--- src/sv/chip8_instruction_executor_core_defines.svh ---
// Assertion macros for the CHIP-8 executor core.
// Included by the top level; no other dependencies.
`ifndef CHIP8_INSTRUCTION_EXECUTOR_CORE_DEFINES_SVH
`define CHIP8_INSTRUCTION_EXECUTOR_CORE_DEFINES_SVH
`ifndef ASSERT_OFF
`define C8_ASSERT_IMPL(label, clk, rstn, prop) \
    label: assert property (@(posedge clk) disable iff (!rstn) prop) else $error("%m failed");
`define C8_ASSERT_NEXT(label, clk, rstn, a, b) \
    label: assert property (@(posedge clk) disable iff (!rstn) (a) |=> (b)) else $error("%m failed");
`else
`define C8_ASSERT_IMPL(label, clk, rstn, prop)
`define C8_ASSERT_NEXT(label, clk, rstn, a, b)
`endif
`endif

--- src/sv/c8exec_pkg.sv ---
// Shared types and constants for the CHIP-8 executor core.
// No dependencies.
package c8exec_pkg;
    typedef enum logic [1:0] {
        OP_EXEC = 2'd0, OP_LOAD = 2'd1, OP_ROW = 2'd2, OP_NONE = 2'd3
    } opcode_t;

    typedef enum logic [1:0] {
        ST_OK = 2'd0, ST_UNKNOWN = 2'd1, ST_UNIMPL = 2'd2, ST_STACK = 2'd3
    } status_t;

    typedef enum logic [2:0] {
        FSM_IDLE, FSM_EXEC, FSM_CLEAR, FSM_DRAW, FSM_STORE, FSM_LOAD, FSM_ROW, FSM_DONE
    } fsm_t;

    // machine geometry
    localparam int SCREEN_ROWS = 32;
    localparam int SCREEN_COLS = 64;
    localparam int MEM_BYTES   = 4096;
    localparam int STACK_DEPTH = 16;

    localparam logic [7:0] KK_CLS  = 8'hE0;
    localparam logic [7:0] KK_RET  = 8'hEE;
    localparam logic [7:0] KK_SKP  = 8'h9E;
    localparam logic [7:0] KK_SKNP = 8'hA1;
    localparam logic [7:0] KK_GDT  = 8'h07;
    localparam logic [7:0] KK_SDT  = 8'h15;
    localparam logic [7:0] KK_SST  = 8'h18;
    localparam logic [7:0] KK_ADDI = 8'h1E;
    localparam logic [7:0] KK_STOR = 8'h55;
    localparam logic [7:0] KK_LDR  = 8'h65;
    localparam logic [7:0] KK_KEY  = 8'h0A;
    localparam logic [7:0] KK_FONT = 8'h29;
    localparam logic [7:0] KK_BCD  = 8'h33;
    localparam logic [11:0] PC_MASK = 12'h0FFF;
    localparam logic [11:0] PC_RESET = 12'h200;

    // controller -> datapath commands
    typedef struct packed {
        logic exec;        // single-cycle instruction step
        logic clr_step;    // step CLS through one row
        logic draw_rd;     // issue memory/frame reads for a sprite line
        logic draw_wr;     // write a sprite line back
        logic store_step;  // Fx55 one byte
        logic load_rd;     // Fx65 issue read
        logic load_wr;     // Fx65 write register
        logic mem_load;    // opcode 1
        logic row_rd;      // opcode 2 issue read
        logic row_cap;     // opcode 2 capture
        logic first;       // first step of an instruction
    } c8_cmd_t;

    // datapath -> controller status
    typedef struct packed {
        logic [3:0] nib;   // instruction high nibble
        logic [7:0] kk;
        logic [3:0] x;
        logic [3:0] n;
        logic       last;  // counter at last step
    } c8_stat_t;
endpackage

--- src/sv/c8exec_ctrl.sv ---
// Controller state machine for the CHIP-8 executor core.
// Depends on c8exec_pkg.
module c8exec_ctrl (
    input  logic                 aclk,
    input  logic                 aresetn,
    input  logic                 in_fire,
    input  logic [1:0]           in_opcode,
    input  logic                 out_free,
    input  c8exec_pkg::c8_stat_t stat,
    output c8exec_pkg::c8_cmd_t  cmd,
    output logic                 busy,
    output logic                 done
);
    c8exec_pkg::fsm_t state_reg, state_next;
    logic ph_reg, ph_next;  // draw/load sub-phase

    always_ff @(posedge aclk) begin
        if (!aresetn) begin
            state_reg <= c8exec_pkg::FSM_IDLE;
            ph_reg    <= 1'b0;
        end else begin
            state_reg <= state_next;
            ph_reg    <= ph_next;
        end
    end

    always_comb begin
        state_next = state_reg;
        ph_next    = ph_reg;
        cmd        = '0;
        busy       = 1'b1;
        done       = 1'b0;
        unique case (state_reg)
            c8exec_pkg::FSM_IDLE: begin
                busy = 1'b0;
                if (in_fire) begin
                    unique case (c8exec_pkg::opcode_t'(in_opcode))
                        c8exec_pkg::OP_EXEC: state_next = c8exec_pkg::FSM_EXEC;
                        c8exec_pkg::OP_LOAD: begin
                            cmd.mem_load = 1'b1;
                            state_next = c8exec_pkg::FSM_DONE;
                        end
                        c8exec_pkg::OP_ROW: begin
                            cmd.row_rd = 1'b1;
                            state_next = c8exec_pkg::FSM_ROW;
                        end
                        default: state_next = c8exec_pkg::FSM_DONE;
                    endcase
                end
            end
            c8exec_pkg::FSM_EXEC: begin
                cmd.exec  = 1'b1;
                cmd.first = 1'b1;
                ph_next   = 1'b0;
                state_next = c8exec_pkg::FSM_DONE;
                if (stat.nib == 4'h0 && stat.x == 4'h0 && stat.kk == c8exec_pkg::KK_CLS)
                    state_next = c8exec_pkg::FSM_CLEAR;
                else if (stat.nib == 4'hD && stat.n != 4'h0)
                    state_next = c8exec_pkg::FSM_DRAW;
                else if (stat.nib == 4'hF && stat.kk == c8exec_pkg::KK_STOR)
                    state_next = c8exec_pkg::FSM_STORE;
                else if (stat.nib == 4'hF && stat.kk == c8exec_pkg::KK_LDR)
                    state_next = c8exec_pkg::FSM_LOAD;
            end
            c8exec_pkg::FSM_CLEAR: begin
                cmd.clr_step = 1'b1;
                if (stat.last) state_next = c8exec_pkg::FSM_DONE;
            end
            c8exec_pkg::FSM_DRAW: begin
                if (!ph_reg) begin
                    cmd.draw_rd = 1'b1;
                    ph_next = 1'b1;
                end else begin
                    cmd.draw_wr = 1'b1;
                    ph_next = 1'b0;
                    if (stat.last) state_next = c8exec_pkg::FSM_DONE;
                end
            end
            c8exec_pkg::FSM_STORE: begin
                cmd.store_step = 1'b1;
                if (stat.last) state_next = c8exec_pkg::FSM_DONE;
            end
            c8exec_pkg::FSM_LOAD: begin
                if (!ph_reg) begin
                    cmd.load_rd = 1'b1;
                    ph_next = 1'b1;
                end else begin
                    cmd.load_wr = 1'b1;
                    ph_next = 1'b0;
                    if (stat.last) state_next = c8exec_pkg::FSM_DONE;
                end
            end
            c8exec_pkg::FSM_ROW: begin
                cmd.row_cap = 1'b1;
                state_next = c8exec_pkg::FSM_DONE;
            end
            c8exec_pkg::FSM_DONE: begin
                // wait for the output register to free up
                if (out_free) begin
                    done = 1'b1;
                    state_next = c8exec_pkg::FSM_IDLE;
                end
            end
            default: state_next = c8exec_pkg::FSM_IDLE;
        endcase
    end
endmodule

--- config.mk ---
export PLATFORM = sky130hd
export DESIGN_NAME = c8exec_ctrl
export DESIGN_NICKNAME = d
export VERILOG_FILES = /design/src/sv/chip8_instruction_executor_core_defines.svh /design/src/sv/c8exec_pkg.sv /design/src/sv/c8exec_ctrl.sv
export SDC_FILE = /design/constraint.sdc
export NUM_CORES = 1
export LEC_CHECK = 0
export ABC_CLOCK_PERIOD_IN_PS = 1900
export BUFFER_PORTS_ARGS = -buffer_cell sky130_fd_sc_hd__buf_2
export CAP_MARGIN = 20
export CORE_MARGIN = 3
export CORE_UTILIZATION = 38
export DETAILED_ROUTE_END_ITERATION = 10
export PLACE_DENSITY = 0.75
export SYNTH_ARGS = -nofsm -noshare
export SYNTH_HDL_FRONTEND = slang
export SYNTH_SLANG_ARGS = --single-unit
--- constraint.sdc ---
create_clock -name aclk -period 1.9 [get_ports aclk]
set_input_delay 0 -clock aclk [delete_from_list [all_inputs] [get_ports aclk]]
set_output_delay 0 -clock aclk [all_outputs]
set_load 0.05 [all_outputs]
* Yosys cells after proc, flatten, opt, wreduce, memory -nomap -nowiden
Cells that the tools add are included.
** Word-level totals
- Word-level logic and storage cells :: 59
- Input port bits :: 27
- Flip-flop bits (word level) :: 4
- Output and inout bits :: 13
** Cells by class
- Multiplexer cells :: 26
- Reductions and logical operators :: 14
- Eq/ne operators :: 17
** Operators with widths (count)
- two-way mux 3 bit :: 7
- case mux 3 bit (6 select lines) :: 1
- == test 8 x 7 -> 1 bit (second input constant) :: 2
- == test 3 bit (second input constant) :: 4
- two-way mux 1 bit :: 11
- two-way mux 2 bit :: 5
- == test 4 bit (second input constant) :: 2
- == test 8 bit (second input constant) :: 1
- zero test 4 bit :: 2
- == test 3 x 2 -> 1 bit (second input constant) :: 2
- case mux 3 bit (2 select lines) :: 1
- logical AND 1 bit :: 5
- != test 2 bit (second input constant) :: 2
- nonzero test 4 bit :: 1
- OR reduction 2 bit :: 2
- == test 3 x 1 -> 1 bit (second input constant) :: 1
- zero test 3 bit :: 1
- AND reduction 3 bit :: 1
- == test 2 x 1 -> 1 bit (second input constant) :: 1
- == test 2 bit (second input constant) :: 1
- zero test 2 bit :: 1
- != test 2 x 1 -> 1 bit (second input constant) :: 1
- case mux 1 bit (2 select lines) :: 1
- nonzero test 2 bit :: 1

* Logic depth before layout (Yosys ltp)
- Depth in word-level cells :: 7
- Mapped depth :: 7

* Worst setup path before layout
No wires, ideal clock.
- Kind :: register to output
- Start point :: register state_reg[0]
- End point :: output port cmd[4] (netlist bit)
- Slack :: -0.206 ns
- Arrival :: 2.106 ns
- Required time :: 1.900 ns
- Cell stages (with the launch flop) :: 4
- Cell sequence :: dfxtp_1 buf_2 inv_1 nor4_1
** RTL lines
- start, declared :: RTL line c8exec_ctrl.sv:14 : c8exec_pkg::fsm_t state_reg, state_next;
- start signal, assigned :: RTL line c8exec_ctrl.sv:19 : state_reg <= c8exec_pkg::FSM_IDLE;
- start signal, assigned :: RTL line c8exec_ctrl.sv:22 : state_reg <= state_next;
- end, declared :: RTL line c8exec_ctrl.sv:10 : output c8exec_pkg::c8_cmd_t cmd,

* Worst setup path after layout
- Start point :: register state_reg[1]
- End point :: register state_reg[1]
** Between the ends
- Cells in the longest elaborated chain, start to end :: 4
- Elaborated cells on any way between the ends :: 17
- Classes of those cells :: eq/ne: 10; mux: 3; reduce/logical: 4
** RTL lines
- == test 3 bit or == test 3 x 2 -> 1 bit (tied branches) :: RTL line c8exec_ctrl.sv:33 : unique case (state_reg)
- OR reduction 2 bit (no source line)
- != test 2 x 1 -> 1 bit (no source line)
- AND reduction 3 bit (no source line)
Several ways; a longest one is shown, not always the timed one. The select of a mux whose other input is x is not followed.
A chain may end at the register's enable or synchronous reset.

==> impl_metrics.csv <==
group,metric,value,unit
run_status,status,"finished, final reports clean",
layout,design_area,742,sq um
global_route,antenna_found_initial,0,
synth,synthMuxAreaShare,0,%
timing,rsz0062_at_grt,"false",
synth,synthSimpleGateAreaFrac,42.1,%
layout,fin_cells,122,
floorplanning,row_count,12,
timing,hold_viol,0,
timing,hold_ws,0.0370,ns
routing,drt_pass1_iterations,4,
clock_tree,clk_pin_slew,0.04,ns
routing,ant_nets,0,
synth,synthXorXnorAreaFrac,3.35,%
routing,first_iter_violations,22,
synth,ys_ff_latch,4,
synth,synth_top_family_by_area,"simple AND/OR/NAND/NOR gates",
global_route,grt-ovfl-total,0,
synth,synth.net_count,96,
placement,hpwl,1.24,mm
layout,drive_gt1_share,48.1,%
synth,synth_compound_area_share,25.8,%
routing,num_vias,665,
clock_tree,clock-sinks,4,
clock_tree,htreeDepth,1,
floorplanning,die-area,1860,sq um
power,p_per_area,1520,nW/um^2
timing,slew-limit-headroom,72.4,%
worst_setup_path,path_class,"flip-flop to flip-flop",
worst_setup_path,cp-end-kind,"flip-flop",
power,irDropWorstVdd,0.636,mV
flow_run,cap_viol_max_count,0,
layout,area_growth,41.9,%
clock_tree,cts_made_buffers,3,
timing,max_freq,591,MHz
worst_setup_path,worstPathRequired,2.02,ns
routing,routedWlPerCell,11.8,microns
clock_tree,cts_tree,"built",
floorplanning,die_w,43.1,microns
clock_tree,postCtsSetupBuffers,0,
global_route,grt_use_total,16.4,%
synth,netlist_instances,68,
power,leakagePower,0.356,nW
layout,n_antenna_cell,0,
placement,gp_congestion,0.748,
placement,io_buffer_count,39,
synth,synth_async_sr_flop_share,0,%
synth,postSynthAreaPerCell,7.69,sq um
layout,final.fill_count,126,
placement,post-place-cells,119,
timing,fin_crit,1.69,ns
routing,vias_per_cell,5.45,
synth,synthesis.area,523,sq um
routing,drc,0,
timing,slew_violations,0,
synth,yosysWarnings,0,
floorplanning,initial_utilization,43.5,%
synth,synth-edff-count,0,
timing,clock_skew,0.00103,ns
layout,nNetsFinal,138,
timing,tightest_slew,0.414,ns
floorplanning,core_region_area,1200,sq um
global_route,grt_pass1_wl,2.39,mm
global_route,grt_max_degree,14,
layout,largest_reg_flops,3,
routing,routed_wl,1.43,mm
synth,synth_ff_type,"dfxtp_1",
floorplanning,die_y,43.1,microns
clock_tree,cts_hold_buf,0,
clock_tree,clk_path_buf_depth,2,
synth,synth.distinct_cells,36,
synth,synth_adder_area_share,2.39,%
clock_tree,cts-resized-gates,0,
global_route,grt_pass1_vias,610,
timing,setup_violations,0,
timing,finalCritPeriodShare,89.1,%
min_path,hold_class,"input pin to flip-flop",
synth,seq_area_frac_synth,15.3,%
worst_setup_path,start_kind,"flip-flop",
clock_tree,clk_latency,0.24,ns
placement,place_area,719,sq um
worst_setup_path,worstPathMaxFanout,13,
clock_tree,cts-root-buf,"clkbuf_4",
worst_setup_path,crit_arrival,1.82,ns
floorplanning,pin_count,40,
-- through the flow --
step | util (%) | setup WS [ns] | power [mW] | TNS, ns
final | 61.8 | 0.207 | 1.13 | 0
after floorplan | - | -0.206 | 0.871 | -0.411
after CTS | 61.8 | 0.208 | 1.13 | 0
after detailed placement | 59.9 | 0.211 | 1.02 | 0
after global placement | 59.9 | 0.277 | 1.00 | 0
after global routing | 61.8 | 0.0603 | 1.22 | 0
-- placed cells by master (no fill, tap or decap), drive strengths merged --
cell type	n
nor2	5
inv	6
nor3	5
a22o	1
and4	1
ha	1
nor3b	2
nand4	3
o31ai	1
a311oi	1
nor4	4
xor2	2
nand2	3
clkbuf	3
a31oi	2
nand2b	2
o21a	1
o21ai	1
dfxtp	4
o211ai	1
and4b	1
nand3	2
o21ba	1
buf	41
clkinv	1
o221a	2
or3b	1
a2bb2oi	1
nor4b	3
a21oi	3
nand4b	1
or3	1
and2	1
-- cell families (layout without fill, tap and decap cells) --
group,Yosys count,after routing
AOI/OAI and AO/OA,15,15
adders and majority gates,1,1
buffers and inverters,11,51
xor gates and xnor gates,2,2
DFF,4,4
and+or+nand+nor,35,35
-- worst max-delay path: stages (launching register included) --
cell and delay [ns]:
dfxtp_1 0.56, inv_1 0.13, ha_1 0.32, a2bb2oi_2 0.18
nand4_1 0.13, o221a_1 0.24
-- cells in the mapped netlist (3+ instances only) --
master,n,area (sq um)
nand2_1,3,11.3
nor4b_1,3,26.3
dfxtp_1,4,80.1
nor2_1,5,18.8
inv_1,6,22.5
nor4_1,4,25.0
nand4_1,3,18.8
nor3_1,5,25.0
-- path summary, 6_finish.rpt --
path                startpoint      endpoint  slack (ns)  depth (start not counted)
hold / removal         aresetn  state_reg[2]        0.04                          2
setup reg to reg  state_reg[1]  state_reg[1]        0.21                          5
hold reg to reg         ph_reg        ph_reg        0.55                          1
setup / recovery  state_reg[1]  state_reg[1]        0.21                          5
-- layout make-up --
type / instances / area, sq um / area share [%]
Sequential cell: 4 / 80.1 / 10.8
Clock buffer: 3 / 22.5 / 3.04
Tap cell: 14 / 17.5 / 2.36
Timing Repair Buffer: 41 / 210 / 28.3
Inverter: 7 / 26.3 / 3.54
Multi-Input combinational cell: 53 / 385 / 51.9
-- layer usage --
metal | GRT usage [%] | share of wire, % | up-vias
met1 | 18.6 | 38 | 281
met2 | 29.5 | 49 | 39
met4 | 3.61 | 0.77 | 0
met3 | 4.66 | 12 | 2
li1 | - | - | 343
met5 | 0 | 0 | -
-- power by group --
| part | switching (mW) | total [mW] | internal [mW] |
|---|---|---|---|
| registers | 0.0734 | 0.196 | 0.123 |
| clock network | 0.0386 | 0.110 | 0.0709 |
| logic | 0.523 | 0.820 | 0.298 |
Power figures use the tool's default switching activity.
